## config.mk

```make
export PLATFORM = sky130hd
export DESIGN_NAME = credit_admission_with_wait_fifo_top
export DESIGN_NICKNAME = d
export VERILOG_FILES = /design/src/design/cawf_pkg.sv /design/src/design/credit_admission_with_wait_fifo_top.sv /design/src/design/cawf_queue_mem.sv /design/src/design/cawf_ctrl.sv
export VERILOG_INCLUDE_DIRS = /design/src /design/src/design
export SDC_FILE = /design/constraint.sdc
export NUM_CORES = 1
export LEC_CHECK = 0
export BUFFER_PORTS_ARGS = -buffer_cell sky130_fd_sc_hd__buf_2
export CORE_ASPECT_RATIO = 1.25
export CORE_UTILIZATION = 47
export CTS_CLUSTER_SIZE = 28
export DETAILED_ROUTE_END_ITERATION = 8
export HOLD_SLACK_MARGIN = 0.03
export PLACE_DENSITY = 0.66
export SYNTH_ARGS = -nofsm -noshare
export SYNTH_HDL_FRONTEND = slang
export SYNTH_SLANG_ARGS = --single-unit
```

## constraint.sdc

```tcl
create_clock -name clk -period 4.7 [get_ports clk]
set_input_delay 0.705 -clock clk [delete_from_list [all_inputs] [get_ports clk]]
set_output_delay 0.705 -clock clk [all_outputs]
set_load 0.02 [all_outputs]
```

## src/design/assert_macros.svh

```systemverilog
// Assertion macros used by the admission limiter RTL.
// Users must have clk and rst_n in scope; SYNTH strips the checks.
`ifndef ASSERT_MACROS_SVH
`define ASSERT_MACROS_SVH
`ifndef SYNTH
`define ASSERT_PROP(label, prop, msg) \
    label: assert property (@(posedge clk) disable iff (!rst_n) (prop)) \
        else $error(msg);
`define ASSERT_NEVER(label, cond, msg) \
    `ASSERT_PROP(label, !(cond), msg)
`else
`define ASSERT_PROP(label, prop, msg)
`define ASSERT_NEVER(label, cond, msg)
`endif
`endif

```

## src/design/cawf_pkg.sv

```systemverilog
// Shared types, codes and helpers for the credit admission limiter.
// No dependencies.
`default_nettype none
package cawf_pkg;

    localparam int WAIT_DEPTH_DEF = 16;
    localparam int ID_WIDTH_DEF   = 16;
    localparam int MAX_RESULTS    = 16;
    localparam int CFG_WIDTH      = 16;

    typedef enum logic [2:0] {
        KIND_RESERVE      = 3'd0,
        KIND_COMPLETE_RSV = 3'd1,
        KIND_CANCEL_RSV   = 3'd2,
        KIND_COMPLETE_REQ = 3'd3,
        KIND_CLEAR        = 3'd4
    } kind_e_t;

    typedef enum logic [1:0] {
        OUT_GRANTED  = 2'd0,
        OUT_QUEUED   = 2'd1,
        OUT_REJECTED = 2'd2,
        OUT_DRAINED  = 2'd3
    } outcome_e_t;

    typedef enum logic [1:0] {
        ST_IDLE,
        ST_CHECK,
        ST_DRAIN
    } state_t;

    localparam logic CFG_READ_AHEAD      = 1'b0;
    localparam logic CFG_MAX_IN_PROGRESS = 1'b1;

    typedef struct packed {
        logic [2:0]  kind;
        logic [15:0] waiter_id;
        logic [15:0] request_count;
    } cmd_t;

    typedef struct packed {
        logic [1:0]  outcome;
        logic [15:0] granted_waiter;
        logic        last;
    } result_t;

    // Zero limit means unlimited.
    function automatic logic has_capacity(input logic [15:0] lim,
                                          input logic [31:0] infl,
                                          input logic [15:0] rsv);
        logic [32:0] load;
        load = 33'(infl) + 33'(rsv);
        return (lim == 16'd0) || (load < 33'(lim));
    endfunction

endpackage
`default_nettype wire

```

## src/design/credit_admission_with_wait_fifo_top.sv

```systemverilog
// Top level of the credit admission limiter with a FIFO of waiters.
// Depends on cawf_pkg, cawf_ctrl and cawf_queue_mem.
`default_nettype none
// Command in on start/busy, results out on result_valid, one cycle each; the
// receiver cannot stall, so every result must be taken the cycle it shows.
// A reserve, clear or unused kind leaves busy low, so the next command may
// follow at once; a reserve's result shows the cycle after.
// Complete/cancel commands keep busy high through a capacity check state, then
// one grant per cycle for each queued waiter granted (at most 16), paced by
// the single read port of the waiter memory; the next command is taken once
// busy falls.
// Each grant shows the cycle after its drain cycle. No reset sweep is needed;
// the queue memory is tracked by its fill.
module credit_admission_with_wait_fifo_top
    import cawf_pkg::*;
#(
    parameter int WAIT_DEPTH = WAIT_DEPTH_DEF,
    parameter int ID_WIDTH   = ID_WIDTH_DEF
) (
    input  wire logic                 clk,
    input  wire logic                 rst_n,
    input  wire logic                 start,
    output logic                      busy,
    input  wire cmd_t                 cmd,
    input  wire logic                 cfg_we,
    input  wire logic                 cfg_index,
    input  wire logic [CFG_WIDTH-1:0] cfg_data,
    output logic                      result_valid,
    output result_t                   result
);

    localparam int PW = $clog2(WAIT_DEPTH);

    logic                mem_we;
    logic [PW-1:0]       mem_waddr;
    logic [ID_WIDTH-1:0] mem_wdata;
    logic [PW-1:0]       mem_raddr;
    logic [ID_WIDTH-1:0] mem_rdata;

    cawf_ctrl #(
        .WAIT_DEPTH (WAIT_DEPTH),
        .ID_WIDTH   (ID_WIDTH)
    ) u_ctrl (
        .clk          (clk),
        .rst_n        (rst_n),
        .start        (start),
        .busy         (busy),
        .cmd          (cmd),
        .cfg_we       (cfg_we),
        .cfg_index    (cfg_index),
        .cfg_data     (cfg_data),
        .result_valid (result_valid),
        .result       (result),
        .mem_we       (mem_we),
        .mem_waddr    (mem_waddr),
        .mem_wdata    (mem_wdata),
        .mem_raddr    (mem_raddr),
        .mem_rdata    (mem_rdata)
    );

    cawf_queue_mem #(
        .DEPTH (WAIT_DEPTH),
        .WIDTH (ID_WIDTH)
    ) u_queue (
        .clk   (clk),
        .we    (mem_we),
        .waddr (mem_waddr),
        .wdata (mem_wdata),
        .raddr (mem_raddr),
        .rdata (mem_rdata)
    );

endmodule
`default_nettype wire

```

## src/design/cawf_queue_mem.sv

```systemverilog
// Waiter FIFO storage: one write port, one read port, registered read data.
// No dependencies.
`default_nettype none
module cawf_queue_mem #(
    parameter int DEPTH = 16,
    parameter int WIDTH = 16
) (
    input  wire logic                     clk,
    input  wire logic                     we,
    input  wire logic [$clog2(DEPTH)-1:0] waddr,
    input  wire logic [WIDTH-1:0]         wdata,
    input  wire logic [$clog2(DEPTH)-1:0] raddr,
    output logic      [WIDTH-1:0]         rdata
);

    logic [WIDTH-1:0] mem [DEPTH];
    logic [WIDTH-1:0] rdata_reg;

    always_ff @(posedge clk)
    begin
        if (we)
        begin
            mem[waddr] <= wdata;
        end
    end

    always_ff @(posedge clk)
    begin
        rdata_reg <= mem[raddr];
    end

    assign rdata = rdata_reg;

endmodule
`default_nettype wire

```

## src/design/cawf_ctrl.sv

```systemverilog
// Admission control: counters, queue pointers, command decode and drain FSM.
// Depends on cawf_pkg and assert_macros.svh; drives cawf_queue_mem.
`default_nettype none
`include "assert_macros.svh"
module cawf_ctrl
    import cawf_pkg::*;
#(
    parameter int WAIT_DEPTH = WAIT_DEPTH_DEF,
    parameter int ID_WIDTH   = ID_WIDTH_DEF
) (
    input  wire logic                          clk,
    input  wire logic                          rst_n,
    input  wire logic                          start,
    output logic                               busy,
    input  wire cmd_t                          cmd,
    input  wire logic                          cfg_we,
    input  wire logic                          cfg_index,
    input  wire logic [CFG_WIDTH-1:0]          cfg_data,
    output logic                               result_valid,
    output result_t                            result,
    output logic                               mem_we,
    output logic [$clog2(WAIT_DEPTH)-1:0]      mem_waddr,
    output logic [ID_WIDTH-1:0]                mem_wdata,
    output logic [$clog2(WAIT_DEPTH)-1:0]      mem_raddr,
    input  wire logic [ID_WIDTH-1:0]           mem_rdata
);

    localparam int PW = $clog2(WAIT_DEPTH);
    localparam int FW = $clog2(WAIT_DEPTH + 1);
    localparam int NW = $clog2(MAX_RESULTS + 1);

    state_t         state_reg, state_next;
    logic           rae_reg, rae_next;
    logic [15:0]    max_reg, max_next;
    logic [15:0]    res_reg, res_next;
    logic [31:0]    infl_reg, infl_next;
    logic [PW-1:0]  head_reg, head_next;
    logic [FW-1:0]  fill_reg, fill_next;
    logic [NW-1:0]  n_reg, n_next;
    logic           result_valid_reg, result_valid_next;
    result_t        result_reg, result_next;

    logic           accept;
    logic           cap_now;
    logic           cond_now;
    logic           cond_after;
    logic [15:0]    res_inc;
    logic [15:0]    res_dec;
    logic [PW-1:0]  head_inc;
    logic [FW:0]    tail_sum;
    logic [PW-1:0]  tail;
    logic [ID_WIDTH-1:0] id_in;
    logic [32:0]    infl_sum;
    logic [31:0]    cnt_ext;

    logic           in_drain;
    logic           drained_out;
    logic           last_out;
    logic           reserve_acc;

    assign busy     = (state_reg != ST_IDLE);
    assign accept   = start && (state_reg == ST_IDLE);
    assign id_in    = ID_WIDTH'(cmd.waiter_id);
    assign cnt_ext  = 32'(cmd.request_count);
    assign infl_sum = 33'(infl_reg) + 33'(cnt_ext);

    assign res_inc  = (res_reg != 16'hFFFF) ? res_reg + 16'd1 : res_reg;
    assign res_dec  = (res_reg != 16'd0) ? res_reg - 16'd1 : res_reg;
    assign head_inc = (head_reg == PW'(WAIT_DEPTH - 1)) ? '0 : head_reg + 1'b1;
    assign tail_sum = (FW + 1)'(head_reg) + (FW + 1)'(fill_reg);
    assign tail     = (tail_sum >= (FW + 1)'(WAIT_DEPTH))
                    ? PW'(tail_sum - (FW + 1)'(WAIT_DEPTH)) : PW'(tail_sum);

    assign cap_now  = has_capacity(max_reg, infl_reg, res_reg);
    assign cond_now = (fill_reg != '0) && cap_now;
    // In DRAIN every cycle is a grant; look one grant ahead to mark last.
    assign cond_after = (fill_reg != FW'(1))
                     && ((n_reg + 1'b1) < NW'(MAX_RESULTS))
                     && has_capacity(max_reg, infl_reg, res_inc);

    // Read is issued at head, or at the next head while draining; writes only land while idle, before any drain read.
    assign mem_raddr = (state_reg == ST_DRAIN) ? head_inc : head_reg;

    always_comb
    begin
        state_next = state_reg;
        unique case (state_reg)
            ST_IDLE:
            begin
                if (accept)
                begin
                    unique case (cmd.kind) inside
                        KIND_COMPLETE_RSV, KIND_CANCEL_RSV, KIND_COMPLETE_REQ:
                            state_next = ST_CHECK;
                        default:
                            state_next = ST_IDLE;
                    endcase
                end
            end
            ST_CHECK:
                state_next = cond_now ? ST_DRAIN : ST_IDLE;
            ST_DRAIN:
                state_next = cond_after ? ST_DRAIN : ST_IDLE;
            default:
                state_next = ST_IDLE;
        endcase
    end

    always_comb
    begin
        rae_next          = rae_reg;
        max_next          = max_reg;
        res_next          = res_reg;
        infl_next         = infl_reg;
        head_next         = head_reg;
        fill_next         = fill_reg;
        n_next            = n_reg;
        result_valid_next = 1'b0;
        result_next       = result_reg;
        mem_we            = 1'b0;
        mem_waddr         = tail;
        mem_wdata         = id_in;

        if (cfg_we)
        begin
            unique case (cfg_index)
                CFG_READ_AHEAD:      rae_next = cfg_data[0];
                CFG_MAX_IN_PROGRESS: max_next = cfg_data[15:0];
                default:             ;
            endcase
        end

        unique case (state_reg)
            ST_IDLE:
            begin
                if (accept)
                begin
                    n_next = '0;
                    unique case (cmd.kind)
                        KIND_RESERVE:
                        begin
                            result_valid_next          = 1'b1;
                            result_next.granted_waiter = 16'(id_in);
                            result_next.last           = 1'b1;
                            if (!rae_reg || (max_reg == 16'd0)
                                || ((fill_reg == '0) && cap_now))
                            begin
                                res_next            = res_inc;
                                result_next.outcome = OUT_GRANTED;
                            end
                            else if (fill_reg < FW'(WAIT_DEPTH))
                            begin
                                mem_we              = 1'b1;
                                fill_next           = fill_reg + 1'b1;
                                result_next.outcome = OUT_QUEUED;
                            end
                            else
                            begin
                                result_next.outcome = OUT_REJECTED;
                            end
                        end
                        KIND_COMPLETE_RSV:
                        begin
                            res_next  = res_dec;
                            infl_next = infl_sum[32] ? 32'hFFFF_FFFF : infl_sum[31:0];
                        end
                        KIND_CANCEL_RSV:
                            res_next = res_dec;
                        KIND_COMPLETE_REQ:
                            infl_next = (infl_reg > cnt_ext) ? infl_reg - cnt_ext : 32'd0;
                        KIND_CLEAR:
                        begin
                            fill_next = '0;
                            head_next = '0;
                        end
                        default:
                            ;
                    endcase
                end
            end
            ST_CHECK:
                ;
            ST_DRAIN:
            begin
                result_valid_next          = 1'b1;
                result_next.outcome        = OUT_DRAINED;
                result_next.granted_waiter = 16'(mem_rdata);
                result_next.last           = !cond_after;
                head_next                  = head_inc;
                fill_next                  = fill_reg - 1'b1;
                res_next                   = res_inc;
                n_next                     = n_reg + 1'b1;
            end
            default:
                ;
        endcase
    end

    always_ff @(posedge clk or negedge rst_n)
    begin
        if (!rst_n)
        begin
            state_reg        <= ST_IDLE;
            rae_reg          <= 1'b0;
            max_reg          <= '0;
            res_reg          <= '0;
            infl_reg         <= '0;
            head_reg         <= '0;
            fill_reg         <= '0;
            n_reg            <= '0;
            result_valid_reg <= 1'b0;
        end
        else
        begin
            state_reg        <= state_next;
            rae_reg          <= rae_next;
            max_reg          <= max_next;
            res_reg          <= res_next;
            infl_reg         <= infl_next;
            head_reg         <= head_next;
            fill_reg         <= fill_next;
            n_reg            <= n_next;
            result_valid_reg <= result_valid_next;
        end
    end

    always_ff @(posedge clk)
    begin
        result_reg <= result_next;
    end

    assign result_valid = result_valid_reg;
    assign result       = result_reg;

    assign in_drain    = (state_reg == ST_DRAIN);
    assign drained_out = result_valid_reg && (result_reg.outcome == OUT_DRAINED);
    assign last_out    = result_valid_reg && result_reg.last;
    assign reserve_acc = accept && (cmd.kind == KIND_RESERVE);

    `ASSERT_PROP(a_fill_bound, fill_reg <= FW'(WAIT_DEPTH), "queue fill above depth")
    `ASSERT_PROP(a_drain_nonempty, in_drain |-> (fill_reg != '0), "drain on empty queue")
    `ASSERT_PROP(a_grant_bound, n_reg <= NW'(MAX_RESULTS), "too many grants for one item")
    `ASSERT_PROP(a_drain_src, drained_out |-> $past(in_drain), "grant outside drain")
    `ASSERT_PROP(a_reserve_one, reserve_acc |=> last_out, "reserve without result")

endmodule
`default_nettype wire

```

==> summary.md, run 1 <==
| Metric | Value |
|---|---|
| Most common cell in the synthesized netlist | edfxtp_1 |
| Setup TNS | -25.48 ns |
| Max reg flops | 256 |
| Starting Density | 0.4773 |
| Drt pass-1 iters | 5 |
| IO buf count | 76 |
| Critical path required time | 4.97 ns |
| Initial antenna violation count | 0 |
| H-tree depth | 2 |
| CP endpoint kind | register |
| Clock Sinks | 373 |
| Power consumption | 14.43 mW |
| Synth area leaders | edfxtp_1 39%, dfrtp_1 9.7%, mux4_2 6.8% |
| Via/cell ratio | 6.098 |
| Slew @ Worst Pin | 1.175 ns |
| Vias | 16610 |
| Yosys cell types | 90 |
| Final min period | 4.982 ns |
| Placed cells | 2612 |
| Synth Instances | 1883 |
| Sw Share | 0.3813 |
| Post-DP HPWL | 44.13 mm |
| Register share of total power | 0.283 |
| Clock root buffer | clkbuf_16 |
| Post-route setup slack | -0.2824 ns |
| Final setup fails | 267 |
| RePlAce Congestion | 0.9255 |
| YS warnings | 0 |
| WL/cell | 22.89 um |
| Synthesis-to-finish area growth | 21.40% |
| Gr ovfl total | 0 |
| HP Class | in -> async |
| Hold Violations, Final | 0 |
| Global-route wire length before repair | 93.76 mm |
| Hold Buf Count CTS | 0 |
| Post-route non-filler standard cell count | 2724 |
| WL final | 62.35 mm |
| Critical path type | reg -> reg |
| CP arrival | 5.25 ns |
| Synth top area share | 0.3912 |
| Max Clk Rate | 200.7 MHz |
| RSZ-0062 raised after global routing | yes |
| Mapped cell area | 21110 um2 |
| Clock power frac | 0.219 |
| IO Count | 77 |
| Comb power frac | 0.498 |
| Pwr dens | 563.0 nW/um2 |
| Yosys reg bits | 373 |
| Final Max Slew Viols | 0 |
| Failing checks | negative setup slack |
| Worst-path fanout max | 3 |
| Syn Area/Cell | 11.21 um2 |
| Die area | 45770 um2 |
| Net Sw Power | 5.502 mW |
| Row count | 86 |
| CTS tree | yes |
| Sequential fraction of the synthesis area | 0.5036 |
| Setup crit start kind | register |
| Die height | 239.0 um |
| Max IR drop VDD | 409.6 uV |
| Chip Width | 191.6 um |
| Reg clk slew, reported paths | 0.06 ns |
| Core Box Area | 44220 um2 |
| DRT iter0 DRCs | 1429 |
| Period utilisation layout | 1.060 |
| Diode count | 0 |
| Clock buffer depth | 3 |
| Synth Flop Type | edfxtp_1 |
| Share of cells above drive strength 1 | 0.2621 |
| Async SR Flop Fraction | 0.2198 |
| Worst slew margin | 0.2109 |
| Antenna-violating nets left | 0 |
| Post-route DRC | 0 |
| Worst Skew | 0.02606 ns |
| Leakage | 9.938 nW |
| Int Pwr | 8.927 mW |
| Vias in the first global route | 16630 |
| Pin count of the biggest net entering global routing | 65 |
| Finished Core Util | 0.5795 |
| Most area-hungry cell type in the Yosys netlist | edfxtp_1 |
| Net Count, Synth | 2053 |
| Top post-synthesis cells by count | 275 x edfxtp_1, 191 x nand2_1, 128 x nor2_1, 121 x a21oi_1, 109 x ha_1 |
| Num CTS Buffers | 38 |
| Final nets | 2296 |
| Status | finished with violations |
| MaxCap Viol Count | 0 |
| GRT Util Overall | 0.2693 |
| Dpl ws | -0.7467 ns |
| Post-synth EDFFs | 275 |
| Insertion delay of the later-clocked pin in the worst-skew pair | 0.55 ns |
cell families after synthesis:
logic type               synth area share
AO/OA/AOI/OAI                      0.1429
XOR/XNOR                          0.02697
adder cells (fa/ha/maj)           0.06982
buffers and inverters             0.03408
flip-flops                         0.5036
multiplexers                      0.08280
AND/OR/NAND/NOR                    0.1399
timing repair:
item,CTS,global route
pin swaps,38,59
gates cloned,0,11
buffers inserted,24,11
endpoints found under the setup margin,280,279
resized for setup,66,48
final cells by class:
class	count	area [um2]
fill	3552	18600
clock buffer	44	973.4
sequential	373	10630
multi-input combinational	1344	10470
tap	572	715.7
inverter	64	240.2
timing repair buffer	305	2282
clock inverter	22	311.5
critical path: stages, from the launching register on:
cell and delay, ns:
dfrtp_1 0.39, buf_6 0.13, ha_4 0.16, nand4_1 0.11, nor2_2 0.06, and3_4 0.18
nor4b_4 0.26, nand3_2 0.16, xnor2_2 0.18, ha_1 0.32, a21oi_1 0.13, o21a_1 0.17
o31ai_4 0.09, nand2_1 0.06, nand2_1 0.08, a31oi_2 0.18, xnor2_1 0.10, ha_1 0.31
and4_4 0.21, a2111oi_4 0.31, a21oi_2 0.12, nor3_1 0.18, nor4bb_2 0.22, nand4_1 0.17
nor4b_2 0.27, a41oi_2 0.15
metal layers:
layer	share of wire	GRT usage	vias to the layer above
li1	-	-	7645
met1	0.37	0.3189	8209
met2	0.53	0.4862	609
met3	0.049	0.02863	149
met4	0.049	0.1253	0
met5	0	0	-
power groups by stage:
stage	Combinational, mW	Sequential (mW)	Clock [mW]
final	7.19	4.08	3.15
after detailed placement	6.45	4.13	0
after global placement	6.35	4.12	0
after CTS	6.87	4.07	3.20
after floorplan	4.01	4.02	0
after global routing	7.86	4.11	3.31
cells in the final DEF (no fill, tap or decap), drive strengths merged, types with 22 or more instances in the layout:
| master | n |
|---|---|
| inv | 64 |
| nand3 | 38 |
| nor2 | 137 |
| dfrtp | 82 |
| edfxtp | 275 |
| o21ai | 98 |
| mux4 | 64 |
| xnor2 | 37 |
| a211oi | 34 |
| nor4 | 26 |
| ha | 109 |
| a21oi | 125 |
| nand4 | 28 |
| and3 | 22 |
| xor2 | 28 |
| nor3 | 56 |
| buf | 303 |
| a21o | 32 |
| clkbuf | 46 |
| a31oi | 44 |
| nand2 | 192 |
| and2 | 27 |
stage by stage:
stage               hold slack [ns]  area (um2)
floorplan                    0.4094       21170
CTS                         0.09931       25200
finish                       0.1020       25630
global placement             0.4842       23390
detailed placement           0.4837       23390
global route                 0.1154       25630
path summary, 6_finish.rpt:
check,startpoint,depth (start not counted),to,slack (ns)
min in group clk,cfg_data[9],2,u_ctrl.max_reg[9]$_DFFE_PN0P_,0.40
hold reg to reg,u_queue.rdata[9]$_DFF_P_,2,u_ctrl.result[10]$_DFFE_PP_,0.50
setup / recovery,u_ctrl.res_reg[0]$_DFFE_PN0P_,25,u_ctrl.result[0]$_SDFFCE_PN1P_,-0.28
max in group asynchronous,rst_n,2,u_ctrl.res_reg[1]$_DFFE_PN0P_,3.51
hold / removal,rst_n,1,u_ctrl.infl_reg[16]$_DFFE_PN0P_,0.10
setup reg to reg,u_ctrl.res_reg[0]$_DFFE_PN0P_,25,u_ctrl.result[0]$_SDFFCE_PN1P_,-0.28
Power figures use the tool's default switching activity.
==> run 2: changes to the inputs <==
CORE_UTILIZATION = 50   (was 47)
PLACE_DENSITY = 0.69   (was 0.66)
SKIP_CTS_REPAIR_TIMING = 1   (was unset)
==> summary.md, run 2 (synthesized netlist as in run 1, its figures left out) <==
| Metric | Value |
|---|---|
| Register share of total power | 0.279 (-0.004) |
| Initial antenna violation count | 3 (+3) |
| Starting Density | 0.5107 (+0.03341) |
| Critical R2R Launch | u_ctrl.res_reg[10]$_DFFE_PN0P_ |
| Die area | 43050 um2 (-5.9%) |
| CTS tree | yes |
| Num CTS Buffers | 39 (+2.6%) |
| Chip Width | 185.8 um (-3.0%) |
| CP endpoint kind | register |
| Post-route non-filler standard cell count | 2727 (+0.11%) |
| MaxCap Viol Count | 0 (unchanged) |
| Clock power frac | 0.222 (+0.003) |
| Clock root buffer | clkbuf_16 |
| Worst slew margin | 0.2473 (+0.03636) |
| Drt pass-1 iters | 6 (+1) |
| GRT Util Overall | 0.2927 (+0.02336) |
| Net Sw Power | 5.702 mW (+3.6%) |
| CP delay by family, top | simple AND/OR/NAND/NOR gates |
| Int Pwr | 8.952 mW (+0.28%) |
| Synthesis-to-finish area growth | 22.33% |
| Slew @ Worst Pin | 1.126 ns (-0.04823 ns) |
| Hold WS | 0.1744 ns (+0.07247 ns) |
| Final min period | 5.113 ns (+0.1305 ns) |
| WL/cell | 24.15 um (+5.5%) |
| Max Clk Rate | 195.6 MHz (-2.6%) |
| HP Class | in -> async |
| DRT iter0 DRCs | 1627 (+14%) |
| Worst Skew | 0.02499 ns (-0.001072 ns) |
| Die height | 231.7 um (-3.0%) |
| Clock Sinks | 373 (unchanged) |
| H-tree depth | 2 (unchanged) |
| Post-route DRC | 0 (unchanged) |
| RSZ-0062 raised after global routing | yes |
| Dpl ws | -0.6915 ns (+0.05523 ns) |
| Final Max Slew Viols | 0 (unchanged) |
| Pwr dens | 567.4 nW/um2 (+0.79%) |
| Max reg flops | 256 (unchanged) |
| Insertion delay of the later-clocked pin in the worst-skew pair | 0.58 ns (+0.03 ns) |
| Critical path type | reg -> reg |
| Share of cells above drive strength 1 | 0.2718 (+0.009767) |
| Via/cell ratio | 6.296 (+3.2%) |
| Most common cell after layout, fill and taps aside | edfxtp_1 |
| IO Count | 77 (unchanged) |
| Setup TNS | -39.59 ns (-14.11 ns) |
| Slowest cell on the critical path | dfrtp_1 |
| Vias in the first global route | 16620 (-0.060%) |
| Leakage | 10.06 nW (+1.2%) |
| Comb power frac | 0.499 (about the same) |
| Row count | 83 (-3.5%) |
| Crit path buf inv count | 1 (unchanged) |
| Worst-path fanout max | 5 (+2) |
| WL final | 65.87 mm (+5.6%) |
| Setup crit start kind | register |
| Hold Violations, Final | 0 (unchanged) |
| Antenna-violating nets left | 0 (unchanged) |
| Placed cells | 2593 (-0.73%) |
| Failing checks | negative setup slack |
| Pin count of the biggest net entering global routing | 65 (unchanged) |
| Period utilisation layout | 1.088 (+0.02776) |
| Power consumption | 14.65 mW (+1.6%) |
| IO buf count | 76 (unchanged) |
| RePlAce Congestion | 0.9669 (+4.5%) |
| Global-route wire length before repair | 94.42 mm (+0.71%) |
| Sw Share | 0.3891 (+0.007781) |
| Status | finished with violations |
| Commonest cells after routing, fill and taps aside | 275 x edfxtp_1, 209 x buf_4, 186 x nand2_1 |
| CP arrival | 5.40 ns (+0.15 ns) |
| Critical path cell sequence | and3_1 -> and3_4 -> and3_4 -> nor4b_4 -> nand3_2 -> xnor2_2 -> ha_1 -> a21oi_2 -> o21a_1 -> o31ai_4 -> nand2_1 -> nand2_2 -> buf_6 -> xor2_1 -> ha_1 -> and4_4 -> a2111oi_4 -> a21oi_2 -> nor3_1 -> nor4bb_4 -> nand4_1 -> nor4b_2 -> a41oi_2 |
| Vias | 17170 (+3.3%) |
| Final setup fails | 260 (-2.6%) |
| Critical path required time | 4.99 ns (+0.02 ns) |
| Gr ovfl total | 0 (unchanged) |
| CP startpoint | u_ctrl.res_reg[10]$_DFFE_PN0P_ |
| Final nets | 2314 (+0.78%) |
| Critical path's largest stage delay | 0.43 ns (+0.04 ns) |
| Clock buffer depth | 3 (unchanged) |
| Max IR drop VDD | 388.5 uV (-5.1%) |
| Reg clk slew, reported paths | 0.07 ns (about the same) |
| Core Box Area | 41330 um2 (-6.5%) |
| Post-DP HPWL | 45.26 mm (+2.6%) |
| Post-route setup slack | -0.4129 ns (-0.1305 ns) |
## run 2: cell count changes in the layout (fill, tap and decap cells not counted), moves of 3 or more
cell	previous run	this run
a21oi_2	11	7
a21oi_1	110	113
clkbuf_1	6	3
buf_6	10	26
inv_6	1	4
nor2_4	20	24
## run 2: final cells by class
cell class                      count  area (um2)
Antenna cell                        1       2.502
Clock buffer                       45        1040
Timing Repair Buffer              318        2407
Sequential cell                   373       10630
Tap cell                          552       690.7
Fill cell                        3233       15510
Inverter                           64       240.2
Multi-Input combinational cell   1348       10520
Clock inverter                     26       292.8
## run 2: routing by layer
layer / up-vias / part of all wire / GRT usage
met5: - / 0.00033 / 0
li1: 7702 / - / -
met3: 182 / 0.063 / 0.04627
met4: 4 / 0.056 / 0.1598
met1: 8483 / 0.36 / 0.3358
met2: 797 / 0.52 / 0.5176
## run 2: stage by stage
| step | utilization | cell area, um2 |
|---|---|---|
| 6_report | 0.6248 | 25820 |
| 5_1_grt | 0.6247 | 25820 |
| 4_1_cts | 0.5962 | 24640 |
| 3_5_place_dp | 0.5640 | 23310 |
| 3_3_place_gp | 0.5640 | 23310 |
| 2_1_floorplan | - | 21170 |
## run 2: worst paths after layout
path	end	slack, ns	depth (start not counted)
worst max-delay path	u_ctrl.result[0]$_SDFFCE_PN1P_	-0.41	23
worst min-delay path	u_ctrl.infl_reg[1]$_DFFE_PN0P_	0.17	1
worst max register to register	u_ctrl.result[0]$_SDFFCE_PN1P_	-0.41	23
worst min register to register	u_ctrl.result[12]$_DFFE_PP_	0.50	2
max in group asynchronous	u_ctrl.res_reg[1]$_DFFE_PN0P_	3.53	2
min in group clk	u_ctrl.max_reg[15]$_DFFE_PN0P_	0.38	2
## run 2: power by group through the flow
stage	clock [mW]	sequential (mW)	combinational (mW)
final	3.25	4.09	7.31
after global routing	3.40	4.12	7.94
after CTS	3.27	4.07	6.60
after detailed placement	0	4.14	6.56
after global placement	0	4.13	6.43
after floorplan	0	4.02	4.01
## run 2: worst register-to-register path, cell delays in order, from the launching register on
cell and delay [ns]:
dfrtp_1 0.43, and3_1 0.20, and3_4 0.22, and3_4 0.21, nor4b_4 0.28, nand3_2 0.14, xnor2_2 0.17, ha_1 0.33
a21oi_2 0.13, o21a_1 0.18, o31ai_4 0.10, nand2_1 0.10, nand2_2 0.09, buf_6 0.13, xor2_1 0.14, ha_1 0.32
and4_4 0.21, a2111oi_4 0.31, a21oi_2 0.10, nor3_1 0.18, nor4bb_4 0.22, nand4_1 0.16, nor4b_2 0.32, a41oi_2 0.18
